**config.mk**
```make
export PLATFORM = sky130hd
export DESIGN_NAME = inverter_fault_protection_unit
export DESIGN_NICKNAME = d
export VERILOG_FILES = /design/src/rtl/core/ifpu_pkg.sv /design/src/rtl/core/ifpu_debounce.sv /design/src/rtl/core/inverter_fault_protection_unit.sv
export VERILOG_INCLUDE_DIRS = /design/src /design/src/rtl/core
export SDC_FILE = /design/constraint.sdc
export NUM_CORES = 1
export LEC_CHECK = 0
export BUFFER_PORTS_ARGS = -buffer_cell sky130_fd_sc_hd__buf_4
export CORE_ASPECT_RATIO = 0.5
export CORE_UTILIZATION = 59
export CTS_CLUSTER_DIAMETER = 30
export DETAILED_ROUTE_END_ITERATION = 10
export GPL_TIMING_DRIVEN = 0
export PLACE_DENSITY = 0.81
export SLEW_MARGIN = 20
export SYNTH_ARGS = -nofsm -noshare
export SYNTH_HDL_FRONTEND = slang
export SYNTH_SLANG_ARGS = --single-unit
```
**constraint.sdc**
```tcl
create_clock -name clk -period 5.82 [get_ports clk]
set_clock_uncertainty 0.1 [all_clocks]
set_input_delay 0.582 -clock clk [delete_from_list [all_inputs] [get_ports clk]]
set_output_delay 0.582 -clock clk [all_outputs]
set_load 0.03 [all_outputs]
```
**src/rtl/core/inverter_fault_protection_unit_assert.svh**
```systemverilog
// assertion macros for the inverter fault protection unit
// expects clk and arst_n in the scope of each use
`ifndef INVERTER_FAULT_PROTECTION_UNIT_ASSERT_SVH
`define INVERTER_FAULT_PROTECTION_UNIT_ASSERT_SVH

// condition a implies condition b in the same cycle
`define IFPU_ASSERT_NOW(lbl, a, b) \
	lbl: assert property (@(posedge clk) disable iff (!arst_n) (a) |-> (b)) \
		else $error("ifpu assertion failed");

// condition a implies condition b in the next cycle
`define IFPU_ASSERT_NEXT(lbl, a, b) \
	lbl: assert property (@(posedge clk) disable iff (!arst_n) (a) |=> (b)) \
		else $error("ifpu assertion failed");

`endif

```
**src/rtl/core/ifpu_pkg.sv**
```systemverilog
// shared types and constants of the inverter fault protection unit
// no dependencies
`timescale 1ns / 1ps

package ifpu_pkg;

	localparam int SAMPLE_W = 16;
	localparam int LIMIT_W  = 15;
	localparam int CNT_W    = 4;
	localparam int FAULT_W  = 5;
	localparam int NPHASE   = 3;
	localparam int CFG_IDX_W = 3;

	localparam logic [CNT_W-1:0] MAX_DELAY = 4'd14;

	localparam logic [LIMIT_W-1:0] OVERVOLT_RST  = 15'd3750;
	localparam logic [LIMIT_W-1:0] UNDERVOLT_RST = 15'd180;
	localparam logic [LIMIT_W-1:0] DC_CUR_RST    = 15'd200;
	localparam logic [LIMIT_W-1:0] PH_CUR_RST    = 15'd2000;
	localparam logic [CNT_W-1:0]   DELAY_RST     = 4'd3;

	// fault word bit positions
	localparam int FLT_DC_VOLT = 0;
	localparam int FLT_DC_CUR  = 1;
	localparam int FLT_PHASE_A = 2;

	typedef enum logic [CFG_IDX_W-1:0] {
		REG_OVERVOLT  = 3'd0,
		REG_UNDERVOLT = 3'd1,
		REG_DC_CUR    = 3'd2,
		REG_PH_CUR    = 3'd3,
		REG_DELAY     = 3'd4
	} cfg_reg_t;

	typedef struct packed {
		logic             trip;
		logic [CNT_W-1:0] count;
	} dbnc_status_t;

endpackage

```
**src/rtl/core/ifpu_debounce.sv**
```systemverilog
// one debounce counter with trip detection and saturation
// depends on ifpu_pkg
`timescale 1ns / 1ps

module ifpu_debounce import ifpu_pkg::*; (
	input  logic             clk,
	input  logic             arst_n,
	input  logic             advance,
	input  logic             cond,
	input  logic [CNT_W-1:0] delay,
	output dbnc_status_t     status
);

	logic [CNT_W-1:0] count_q;
	logic [CNT_W-1:0] count_next;
	logic [CNT_W:0]   count_inc;
	logic             trip;

	assign count_inc = {1'b0, count_q} + (CNT_W+1)'(1);
	assign trip      = cond && (count_inc > {1'b0, delay});

	always_comb begin
		priority if (!cond) begin
			count_next = '0;
		end else if (trip) begin
			// delay is at most 14, so delay+1 fits
			count_next = delay + CNT_W'(1);
		end else begin
			count_next = count_inc[CNT_W-1:0];
		end
	end

	always_ff @(posedge clk or negedge arst_n) begin
		if (!arst_n) begin
			count_q <= '0;
		end else if (advance) begin
			count_q <= count_next;
		end
	end

	assign status.trip  = trip;
	assign status.count = count_q;

endmodule

```
**src/rtl/core/inverter_fault_protection_unit.sv**
```systemverilog
// top level of the inverter fault protection unit
// depends on ifpu_pkg, ifpu_debounce and inverter_fault_protection_unit_assert.svh
`timescale 1ns / 1ps
`include "inverter_fault_protection_unit_assert.svh"

// usage
// - s_axis: one sample word per handshake (dc voltage, dc current, three phase
//   currents, run flag); m_axis: one result word per sample (latched fault bits,
//   run flag after protection, captured phase currents)
// - cfg: write channel, cfg_index selects the limit or trip delay register,
//   cfg_data carries the value; always ready, write only while the unit is idle
// - pipeline: input register, then the compare/debounce logic feeding the
//   output register
// - throughput is one word per clock while m_axis does not stall, set by the
//   compare and counter update logic between the input and output registers
// - when m_axis stalls, the output word holds and one more word waits in the
//   input register; s_axis_tready drops only when both are full
// - reset clears counters, fault latch, captured currents and both valid flags
//   and loads the default limits (750 V, 36 V, 10 A, 100 A, delay 3)
// - fault bits stay set until reset

module inverter_fault_protection_unit import ifpu_pkg::*; (
	input  logic                 clk,
	input  logic                 arst_n,
	// sample input
	input  logic                 s_axis_tvalid,
	output logic                 s_axis_tready,
	// [15:0] dc_voltage, [31:16] dc_current, [47:32] phase_a_current,
	// [63:48] phase_b_current, [79:64] phase_c_current, [80] run_in, rest zero
	input  logic [87:0]          s_axis_tdata,
	// result output
	output logic                 m_axis_tvalid,
	input  logic                 m_axis_tready,
	// [4:0] fault_word, [5] run_out, [21:6] captured_a, [37:22] captured_b,
	// [53:38] captured_c, [55:54] zero
	output logic [55:0]          m_axis_tdata,
	// configuration writes
	input  logic                 cfg_valid,
	output logic                 cfg_ready,
	input  logic [CFG_IDX_W-1:0] cfg_index,
	input  logic [LIMIT_W-1:0]   cfg_data
);

	// configuration registers
	logic [LIMIT_W-1:0] overvolt_limit_q;
	logic [LIMIT_W-1:0] undervolt_limit_q;
	logic [LIMIT_W-1:0] dc_current_limit_q;
	logic [LIMIT_W-1:0] phase_current_limit_q;
	logic [CNT_W-1:0]   trip_delay_q;
	logic [CNT_W-1:0]   delay_eff;

	assign cfg_ready = 1'b1;

	always_ff @(posedge clk or negedge arst_n) begin
		if (!arst_n) begin
			overvolt_limit_q      <= OVERVOLT_RST;
			undervolt_limit_q     <= UNDERVOLT_RST;
			dc_current_limit_q    <= DC_CUR_RST;
			phase_current_limit_q <= PH_CUR_RST;
			trip_delay_q          <= DELAY_RST;
		end else if (cfg_valid && cfg_ready) begin
			unique case (cfg_index)
				REG_OVERVOLT:  overvolt_limit_q      <= cfg_data;
				REG_UNDERVOLT: undervolt_limit_q     <= cfg_data;
				REG_DC_CUR:    dc_current_limit_q    <= cfg_data;
				REG_PH_CUR:    phase_current_limit_q <= cfg_data;
				REG_DELAY:     trip_delay_q          <= cfg_data[CNT_W-1:0];
				default:       ; // unknown index, write dropped
			endcase
		end
	end

	// a delay of 15 behaves as 14
	assign delay_eff = (trip_delay_q > MAX_DELAY) ? MAX_DELAY : trip_delay_q;

	// input register stage
	logic                       valid_s1;
	logic signed [SAMPLE_W-1:0] udc_s1;
	logic signed [SAMPLE_W-1:0] idc_s1;
	logic signed [SAMPLE_W-1:0] ph_s1 [NPHASE];
	logic                       run_s1;
	logic                       advance;
	logic                       m_valid_q;

	// s1 moves into the output register when that register is free or drained
	assign advance       = valid_s1 && (!m_valid_q || m_axis_tready);
	assign s_axis_tready = !valid_s1 || advance;

	always_ff @(posedge clk or negedge arst_n) begin
		if (!arst_n) begin
			valid_s1 <= 1'b0;
		end else if (s_axis_tready) begin
			valid_s1 <= s_axis_tvalid;
		end
	end

	always_ff @(posedge clk) begin
		if (s_axis_tvalid && s_axis_tready) begin
			udc_s1   <= s_axis_tdata[15:0];
			idc_s1   <= s_axis_tdata[31:16];
			ph_s1[0] <= s_axis_tdata[47:32];
			ph_s1[1] <= s_axis_tdata[63:48];
			ph_s1[2] <= s_axis_tdata[79:64];
			run_s1   <= s_axis_tdata[80];
		end
	end

	// threshold compares, all as 17-bit signed values
	logic signed [SAMPLE_W:0] udc_x;
	logic signed [SAMPLE_W:0] idc_x;
	logic signed [SAMPLE_W:0] ov_lim_x;
	logic signed [SAMPLE_W:0] uv_lim_x;
	logic signed [SAMPLE_W:0] dc_lim_x;
	logic signed [SAMPLE_W:0] ph_lim_x;
	logic signed [SAMPLE_W:0] ph_lim_neg;
	logic                     ov_cond;
	logic                     uv_cond;
	logic                     dc_cond;
	logic [NPHASE-1:0]        ph_cond;

	assign udc_x      = {udc_s1[SAMPLE_W-1], udc_s1};
	assign idc_x      = {idc_s1[SAMPLE_W-1], idc_s1};
	assign ov_lim_x   = {2'b00, overvolt_limit_q};
	assign uv_lim_x   = {2'b00, undervolt_limit_q};
	assign dc_lim_x   = {2'b00, dc_current_limit_q};
	assign ph_lim_x   = {2'b00, phase_current_limit_q};
	assign ph_lim_neg = -ph_lim_x;

	dbnc_status_t ov_st;
	dbnc_status_t uv_st;
	dbnc_status_t dc_st;
	dbnc_status_t ph_st [NPHASE];

	assign ov_cond = udc_x > ov_lim_x;
	// under-voltage only counts while still running after the over-voltage check
	assign uv_cond = (udc_x < uv_lim_x) && run_s1 && !ov_st.trip;
	assign dc_cond = idc_x > dc_lim_x;

	ifpu_debounce u_dbnc_ov (
		.clk     (clk),
		.arst_n  (arst_n),
		.advance (advance),
		.cond    (ov_cond),
		.delay   (delay_eff),
		.status  (ov_st)
	);

	ifpu_debounce u_dbnc_uv (
		.clk     (clk),
		.arst_n  (arst_n),
		.advance (advance),
		.cond    (uv_cond),
		.delay   (delay_eff),
		.status  (uv_st)
	);

	ifpu_debounce u_dbnc_dc (
		.clk     (clk),
		.arst_n  (arst_n),
		.advance (advance),
		.cond    (dc_cond),
		.delay   (delay_eff),
		.status  (dc_st)
	);

	for (genvar p = 0; p < NPHASE; p++) begin : g_phase
		logic signed [SAMPLE_W:0] ph_x;
		assign ph_x       = {ph_s1[p][SAMPLE_W-1], ph_s1[p]};
		assign ph_cond[p] = (ph_x > ph_lim_x) || (ph_x < ph_lim_neg);

		ifpu_debounce u_dbnc_ph (
			.clk     (clk),
			.arst_n  (arst_n),
			.advance (advance),
			.cond    (ph_cond[p]),
			.delay   (delay_eff),
			.status  (ph_st[p])
		);
	end

	// fault latch and phase current capture
	logic [FAULT_W-1:0]         fault_q;
	logic [FAULT_W-1:0]         fault_set;
	logic [NPHASE-1:0]          ph_trip;
	logic                       any_trip;
	logic signed [SAMPLE_W-1:0] captured_q [NPHASE];
	logic                       run_out_q;

	always_comb begin
		for (int p = 0; p < NPHASE; p++) begin
			ph_trip[p] = ph_st[p].trip;
		end
		fault_set = '0;
		fault_set[FLT_DC_VOLT] = ov_st.trip || uv_st.trip;
		fault_set[FLT_DC_CUR]  = dc_st.trip;
		fault_set[FLT_PHASE_A +: NPHASE] = ph_trip;
	end

	assign any_trip = |fault_set;

	always_ff @(posedge clk or negedge arst_n) begin
		if (!arst_n) begin
			fault_q <= '0;
			for (int p = 0; p < NPHASE; p++) begin
				captured_q[p] <= '0;
			end
		end else if (advance) begin
			fault_q <= fault_q | fault_set;
			for (int p = 0; p < NPHASE; p++) begin
				if (ph_trip[p]) begin
					captured_q[p] <= ph_s1[p];
				end
			end
		end
	end

	// output register
	always_ff @(posedge clk or negedge arst_n) begin
		if (!arst_n) begin
			m_valid_q <= 1'b0;
		end else if (!m_valid_q || m_axis_tready) begin
			m_valid_q <= valid_s1;
		end
	end

	always_ff @(posedge clk) begin
		if (advance) begin
			run_out_q <= run_s1 && !any_trip;
		end
	end

	assign m_axis_tvalid = m_valid_q;
	assign m_axis_tdata  = {2'b00, captured_q[2], captured_q[1], captured_q[0],
		run_out_q, fault_q};

	// checks
	// latched faults never clear
	`IFPU_ASSERT_NEXT(a_fault_sticky, 1'b1, (fault_q & $past(fault_q)) == $past(fault_q))
	// a trip in a sample leaves the run flag low in its result
	`IFPU_ASSERT_NEXT(a_trip_stops_run, advance && any_trip, m_valid_q && !run_out_q)
	// input stalls only when both registers are full and the output is blocked
	`IFPU_ASSERT_NOW(a_stall_cause, !s_axis_tready, valid_s1 && m_valid_q && !m_axis_tready)
	// a tripping counter settles at delay+1
	`IFPU_ASSERT_NEXT(a_count_sat, advance && ov_st.trip, ov_st.count == delay_eff + CNT_W'(1))

endmodule

```
==> impl_results.md, run 1 <==
* Run status: completed
* Arrival time at the worst endpoint at about 5500 ps
* Final number of hold-violating endpoints at 0
* WS Path Type: reg -> reg
* Setup WS pre-CTS at 791 ps
* Via density at 6.01
* Clock root cell: clkbuf_16
* Hold path startpoint: s_axis_tdata[39]
* Final Non-Filler Cells at about 1600
* I/O pin cnt at 170
* Pleak at approximately 7 nW
* Cts hold-fix bufs at 1
* Setup TNS at 0 ps
* Sw frac at 0.380
* Worst flop-to-flop path startpoint: phase_current_limit_q[1]$_DFFE_PN0P_
* Fin crit share at 0.879
* Biggest fanout along the worst timing path at 10
* Cell area after layout at approximately 15000 sq um
* Initial antenna violation count at 0
* Post-CTS Setup Inserts at 0
* Final hold slack at 82.9 ps
* RR Endpoint: m_axis_tdata[30]$_DFFE_PN0P_
* Count of pins over their slew limit at 0
* Part of the power in the clock network at 0.262
* CTS Buf Count at 29
* Area growth from synthesis to layout at 20.6%
* Rows at 37
* Rel. slew slack at 0.329
* Placed Area at 14200 sq um
* GRT overflow at 0
* Ys Warns at 0
* Routed Antenna Nets at 0
* Iter 0 DRT Violations at 611
* Max Root-Sink Buffers at 3
* Initial Util at 0.609
* Post-Syn Instances at 1087
* Startpoint Class: flip-flop
* Proportion of layout cells with a drive suffix above 1 at 0.250
* CTS tree: built
* EDFF count, synth at about 80
* CTS sink cnt at approximately 230
* Min-Delay Path Class: in -> reg
* Core Area at a little over 20000 sq um
* Fmax at 195 MHz
* Power per cell area at 446 nW/um^2
* Clk Latency, worst-skew pair at 570 ps
* Combinational share of power at 0.396
* Drt first pass iters at 5
* Final HPWL DP at roughly 23 mm
* Worst R2R Setup Slack at around 700 ps
* Synth top area share at 0.240
* Post-synth ARST share at 0.636
* Sequential share of the synthesized area at 0.481
* Largest net degree at the start of global routing at 75
* Detailed Route WL at 31.0 mm
* Seq pwr share at 0.342
* Required time of the critical path at between 6000 and 7000 ps
* RSZ-0062 raised after global routing: false
* CTS resizes at 0
* Post-synthesis cell area at ~13000 sq um
* Gp weighted congestion at 0.900
* Number of global-route vias before repair at 9721
* Max-cap violations at 0
* Largest cells by area after synthesis: dfrtp_1, edfxtp_1, ha_1
* Cells on worst reg2reg path at 17
* Layout Utilization at 0.734
* Placed cells at between 1500 and 2000
* I/O Buffers at between 150 and 200
* # DRC at 0
* Die height at 105 um
* Main synth FF type: dfrtp_1
* Post-layout min period at 5120 ps
* Cell variety after synth at 77
* H-tree depth at 1
* Synthesized flop and latch total at 225
* Post-DR wirelength/cell at roughly 20 um
* Net switching power figure at 2.58 mW
* First-pass GRT wire length at 49.4 mm
* Clk pin slew, worst setup/hold paths at 70 ps
* Worst hold stages at 1
* Die width at 209 um
* Die footprint at 22000 sq um
* Setup ws final at 705 ps
* Syn avg cell area at about 12 sq um
* Fin nets at roughly 1600
* Power consumption at around 6.8 mW
* Setup-failing EPs final at 0
* Worst-case vdd ir drop at 0.244 mV
* GRT Overall Usage at 0.286
* Ant diodes at 0
* Leading area contributor after synthesis: dfrtp_1
* Cell Int Power at 4.20 mW
* Hold path endpoint: ph_s1[0][7]$_DFFE_PP_
* Worst setup EP type: flip-flop
* Slew @ Worst Pin at 1000 ps
* Total vias in the final route at ~9500
cell type report:
class | count | area [sq um]
inverters | 79 | 297
flip-flops and latches | 225 | 6070
clock inverters | 24 | 244
repair buffers | 162 | 1270
fillers | 1405 | 5520
well taps | 273 | 342
clock buffers | 30 | 729
plain buffers | 25 | 149
multi-input cells | 759 | 6120
state kept, by name (all words and copies together), names as in the netlist:
register / flops
g_phase.u_dbnc_ph.count_q: 12
dc_current_limit_q: 15
valid_s1: 1
u_dbnc_uv.count_q: 4
u_dbnc_dc.count_q: 4
phase_current_limit_q: 15
udc_s1: 16
u_dbnc_ov.count_q: 4
m_axis_tvalid: 1
m_axis_tdata: 48
trip_delay_q: 4
ph_s1: 48
run_out_q: 1
idc_s1: 16
overvolt_limit_q: 15
undervolt_limit_q: 15
fault_q: 5
run_s1: 1
cells by family (layout without fill, tap and decap cells):
group | count (synthesis) | count (layout) | synth area share
buffers and inverters | 104 | 320 | 0.0353
and+or+nand+nor | 249 | 249 | 0.102
muxes | 82 | 82 | 0.0770
AOI/OAI and AO/OA | 234 | 234 | 0.121
xor gates and xnor gates | 27 | 27 | 0.0204
other | 2 | 3 | 0.000595
DFF | 225 | 225 | 0.481
adders and majority gates | 164 | 164 | 0.162
power groups by stage:
stage | Sequential (mW) | Combinational (mW) | Clock (mW)
2_1_floorplan | 2.64 | 1.48 | 0
6_report | 2.32 | 2.68 | 1.78
3_5_place_dp | 2.34 | 2.65 | 0
5_1_grt | 2.36 | 2.92 | 1.88
3_3_place_gp | 2.32 | 2.51 | 0
4_1_cts | 2.31 | 2.67 | 1.80
worst max-delay path, stage by stage, from the launching register on:
cell	delay [ps]
dfrtp_1	440
inv_1	210
ha_1	260
or4b_4	540
or3_1	380
buf_2	170
nor4_1	230
xnor2_1	230
ha_1	350
nand4_1	140
nor2_1	130
o211ai_1	100
o31ai_1	500
o21a_1	310
or3_1	240
buf_6	180
buf_12	150
mux2_4	300
cell usage after synthesis, types with 5 or more instances:
cell,count
o211ai_1,8
nand3_1,25
nand2b_1,15
o21bai_1,6
a2111oi_0,6
o21ai_0,81
o21a_1,12
nor2b_1,15
xor2_1,10
nor4_1,6
nor2_1,32
o31ai_1,18
mux2_4,18
a21oi_1,38
clkbuf_1,16
nand2_1,87
ha_1,163
edfxtp_1,82
nor3_1,12
nand4_1,20
a31oi_1,8
xnor2_1,15
nor3b_1,5
mux2i_1,15
a21o_1,20
inv_1,78
mux2_2,49
dfrtp_1,121
or3_1,6
dfstp_2,22
placed cells by master (no fill, tap or decap), drive strengths merged, types with 16 or more instances in the layout:
master / n
inv: 96
buf: 170
dfstp: 22
o31ai: 18
nor2: 32
a21o: 20
edfxtp: 82
dfrtp: 121
ha: 163
a21oi: 38
o21ai: 82
clkbuf: 46
nand2: 88
nand4: 20
mux2: 67
nand3: 25
xnor2: 16
how the worst max path moves through the flow:
stage	startpoint	cells after the start	endpoint	slack, ps
2_1_floorplan	phase_current_limit_q[1]$_DFFE_PN0P_	14	m_axis_tdata[44]$_DFFE_PN0P_	1630
3_3_place_gp	phase_current_limit_q[1]$_DFFE_PN0P_	17	m_axis_tdata[29]$_DFFE_PN0P_	840
3_5_place_dp	phase_current_limit_q[1]$_DFFE_PN0P_	17	m_axis_tdata[30]$_DFFE_PN0P_	790
4_1_cts	phase_current_limit_q[1]$_DFFE_PN0P_	17	m_axis_tdata[30]$_DFFE_PN0P_	750
5_1_grt	phase_current_limit_q[1]$_DFFE_PN0P_	17	m_axis_tdata[30]$_DFFE_PN0P_	490
6_report	phase_current_limit_q[1]$_DFFE_PN0P_	17	m_axis_tdata[30]$_DFFE_PN0P_	700
routing by layer:
metal	part of all wire	track usage	up-vias
li1	-	-	4412
met1	0.44	0.386	4659
met2	0.47	0.471	339
met3	0.060	0.0539	71
met4	0.027	0.0898	0
met5	0	0	-
No activity file was read; power rests on OpenSTA's default activity.
==> run 2: changes to the inputs <==
--- a/config.mk
+++ b/config.mk
@@ -16,4 +16,5 @@
 export SLEW_MARGIN = 20
 export SYNTH_ARGS = -nofsm -noshare
 export SYNTH_HDL_FRONTEND = slang
+export SYNTH_HIERARCHICAL = 1
 export SYNTH_SLANG_ARGS = --single-unit
==> run 2 against run 1 <==
Against the previous run: power grew 2.5%; die area grew 4.1%; synthesized area grew 4.2%; register-to-register slack lost 340 ps; critical path type unchanged; cell area grew 4.4%; sequential share of layout area shrank 1.7 points.
==> impl_results.md, run 2 <==
* Crit-path slowest cell: a2111oi_2
* Core Area at about 22000 sq um
* Rel. slew slack at 0.444
* Die height at between 100 and 150 um
* Post-CTS Setup Inserts at 0
* Startpoint Class: flip-flop
* Slew @ Worst Pin at 834 ps
* M2 GR Usage at 0.477
* Initial Util at 0.604
* Cts hold-fix bufs at 1
* Number of global-route vias before repair at 10200
* Global routing's busiest layer: met2
* WS Path Type: reg -> reg
* Grt met1 use at 0.391
* Iter 0 DRT Violations at 800
* Post-Syn Instances at 1166
* GRT overflow at 0
* Min-Delay Path Class: in -> reg
* Worst setup EP type: flip-flop
* Setup-failing EPs final at 0
* Synth top area share at 0.230
* Area growth from synthesis to layout at 20.7%
* Initial antenna violation count at 1
* Final hold slack at 81.4 ps
* Required time of the critical path at 6090 ps
* Fmax at 183 MHz
* Final HPWL DP at 24.3 mm
* # DRC at 0
* Commonest cells after routing, fill and taps aside: buf_4, ha_1, dfrtp_1
* Leading area contributor after synthesis: dfrtp_1
* Fillers at 1478
* Gp weighted congestion at 0.955
* Power consumption at 6.95 mW
* Largest net degree at the start of global routing at 101
* Arrival time at the worst endpoint at between 5000 and 6000 ps
* Die footprint at approximately 23000 sq um
* Largest cells by area after synthesis: dfrtp_1, edfxtp_1, ha_1
* Sw frac at 0.374
* Fin nets at 1641
* Pleak at between 7 and 8 nW
* Fin crit share at 0.937
* Max-cap violations at 0
* First-pass GRT wire length at between 50 and 60 mm
* Worst Path Buf+Inv at 3
* Final number of hold-violating endpoints at 0
* Main synth FF type: dfrtp_1
* RSZ-0062 raised after global routing: false
* Post-synthesis cell area at approximately 13000 sq um
* Biggest fanout along the worst timing path at 6
* Crit path max-delay family: compound AO/OA/AOI/OAI gates
* Top-count cell post-synth: ha_1
* H-tree depth at 1
* Total vias in the final route at just under 10000
* Cell variety after synth at 64
* Post-DR wirelength/cell at 19.1 um
* Setup WS pre-CTS at between 400 and 500 ps
* Critical-path cell list: inv_1 > ha_1 > nor2b_1 > o21ai_0 > nand2b_1 > a21oi_1 > o21ai_0 > a21oi_1 > a2111oi_2 > o31a_1 > o21a_4 > buf_4 > nand2b_1 > nor2_1 > nand2_1 > a31o_2 > o211ai_1 > o31a_1 > o21a_4 > buf_4 > or4_1 > nor3_1
* Max Root-Sink Buffers at 3
* Placed Area at 14800 sq um
* I/O Buffers at 159
* Via density at 5.88
* Commonest non-fill, non-tap cell in the layout: buf_4
* Post-synth ARST share at 0.636
* Clock root cell: clkbuf_16
* Count of pins over their slew limit at 0
* CTS resizes at 0
* Syn avg cell area at 11.3 sq um
* Seq pwr share at 0.334
* Synthesized flop and latch total at 225
* Synth cell count leaders: ha_1, dfrtp_1, inv_1, edfxtp_1, nand2_1
* Net switching power figure at 2.60 mW
* Met3 Use GR at 0.0651
* Ys Warns at 6
* I/O pin cnt at 170
* Routed Antenna Nets at 0
* Drt first pass iters at 5
* Worst-case vdd ir drop at 0.272 mV
* Cell area after layout at 15900 sq um
* EDFF count, synth at 82
* Post-layout min period at between 5000 and 6000 ps
* Final Non-Filler Cells at approximately 1700
* CTS sink cnt at about 230
* Setup ws final at 368 ps
* Clk Latency, worst-skew pair at 570 ps
* Power per cell area at between 400 and 500 nW/um^2
* Detailed Route WL at 32.3 mm
* GRT Overall Usage at 0.293
* CTS Buf Count at 30
* Clk pin slew, worst setup/hold paths at 70 ps
* Rows at 38
* Proportion of layout cells with a drive suffix above 1 at 0.258
* CTS tree: built
* Critical path's largest stage delay at 730 ps
* Combinational share of power at 0.391
* Cell Int Power at between 4 and 5 mW
* Run status: completed
* Sequential share of the synthesized area at 0.461
* Setup TNS at 0 ps
* Part of the power in the clock network at 0.275
* Layout Utilization at 0.729
* Placed cells at 1629
* Die width at 213 um
run 2: cell count changes in the layout (fill, tap and decap cells not counted), moves of 17 or more:
cell      before  now
inv_1         78  109
o211ai_1       8   31
nand3_1       25   45
mux2_4        18    0
mux2_2        49   66
o221ai_1       1   18
run 2: power by group through the flow:
stage          sequential (mW)  combinational [mW]  clock [mW]
6_report                  2.32                2.72        1.91
4_1_cts                   2.32                2.71        1.94
5_1_grt                   2.37                2.97        2.00
2_1_floorplan             2.64                1.51           0
3_3_place_gp              2.32                2.54           0
3_5_place_dp              2.34                2.68           0
run 2: cell type report:
cell class,count,area (sq um),share of cell area
sequential,225,6070,0.382
buffer,35,179,0.0113
antenna,1,2.50,0.000158
inverter,109,409,0.0258
timing repair buffer,163,1270,0.0797
tap,300,375,0.0236
clock buffer,33,772,0.0486
clock inverter,23,277,0.0174
multi-input combinational,798,6530,0.411
run 2: routing by layer:
layer	up-vias	share of wire
met1	4813	0.44
met2	345	0.46
met5	-	0
met4	0	0.027
li1	4686	-
met3	70	0.072
run 2: cells by family (layout without fill, tap and decap cells):
logic type	Yosys count	after routing	share of synthesized area
simple gates	289	289	0.116
compound gates	232	232	0.133
flops	225	225	0.461
fa+ha+maj	172	172	0.163
buf+inv	144	363	0.0445
mux	66	66	0.0565
xor+xnor	36	36	0.0245
other cells	2	4	0.000571
run 2: worst paths after layout:
path	startpoint	endpoint	slack, ps	cells past startpoint
setup / recovery	overvolt_limit_q[1]$_DFFE_PN1P_	run_out_q$_DFFE_PP_	370	22
hold / removal	s_axis_tdata[67]	ph_s1[0][35]$_DFFE_PP_	80	1
setup reg to reg	overvolt_limit_q[1]$_DFFE_PN1P_	run_out_q$_DFFE_PP_	370	22
hold reg to reg	fault_q[4]$_DFFE_PN0P_	fault_q[4]$_DFFE_PN0P_	370	1
max in group asynchronous	arst_n	dc_current_limit_q[3]$_DFFE_PN1P_	4380	3
min in group asynchronous	arst_n	u_dbnc_uv/count_q[2]$_DFFE_PN0P_	410	2
run 2: worst reg2reg max path, cell delays in order (launching register included):
cell and delay (ps):
dfstp_2 510, inv_1 50, ha_1 290, nor2b_1 110, o21ai_0 90, nand2b_1 90
a21oi_1 60, o21ai_0 270, a21oi_1 130, a2111oi_2 730, o31a_1 370, o21a_4 220
buf_4 130, nand2b_1 280, nor2_1 80, nand2_1 70, a31o_2 100, o211ai_1 310
o31a_1 290, o21a_4 170, buf_4 140, or4_1 450, nor3_1 210
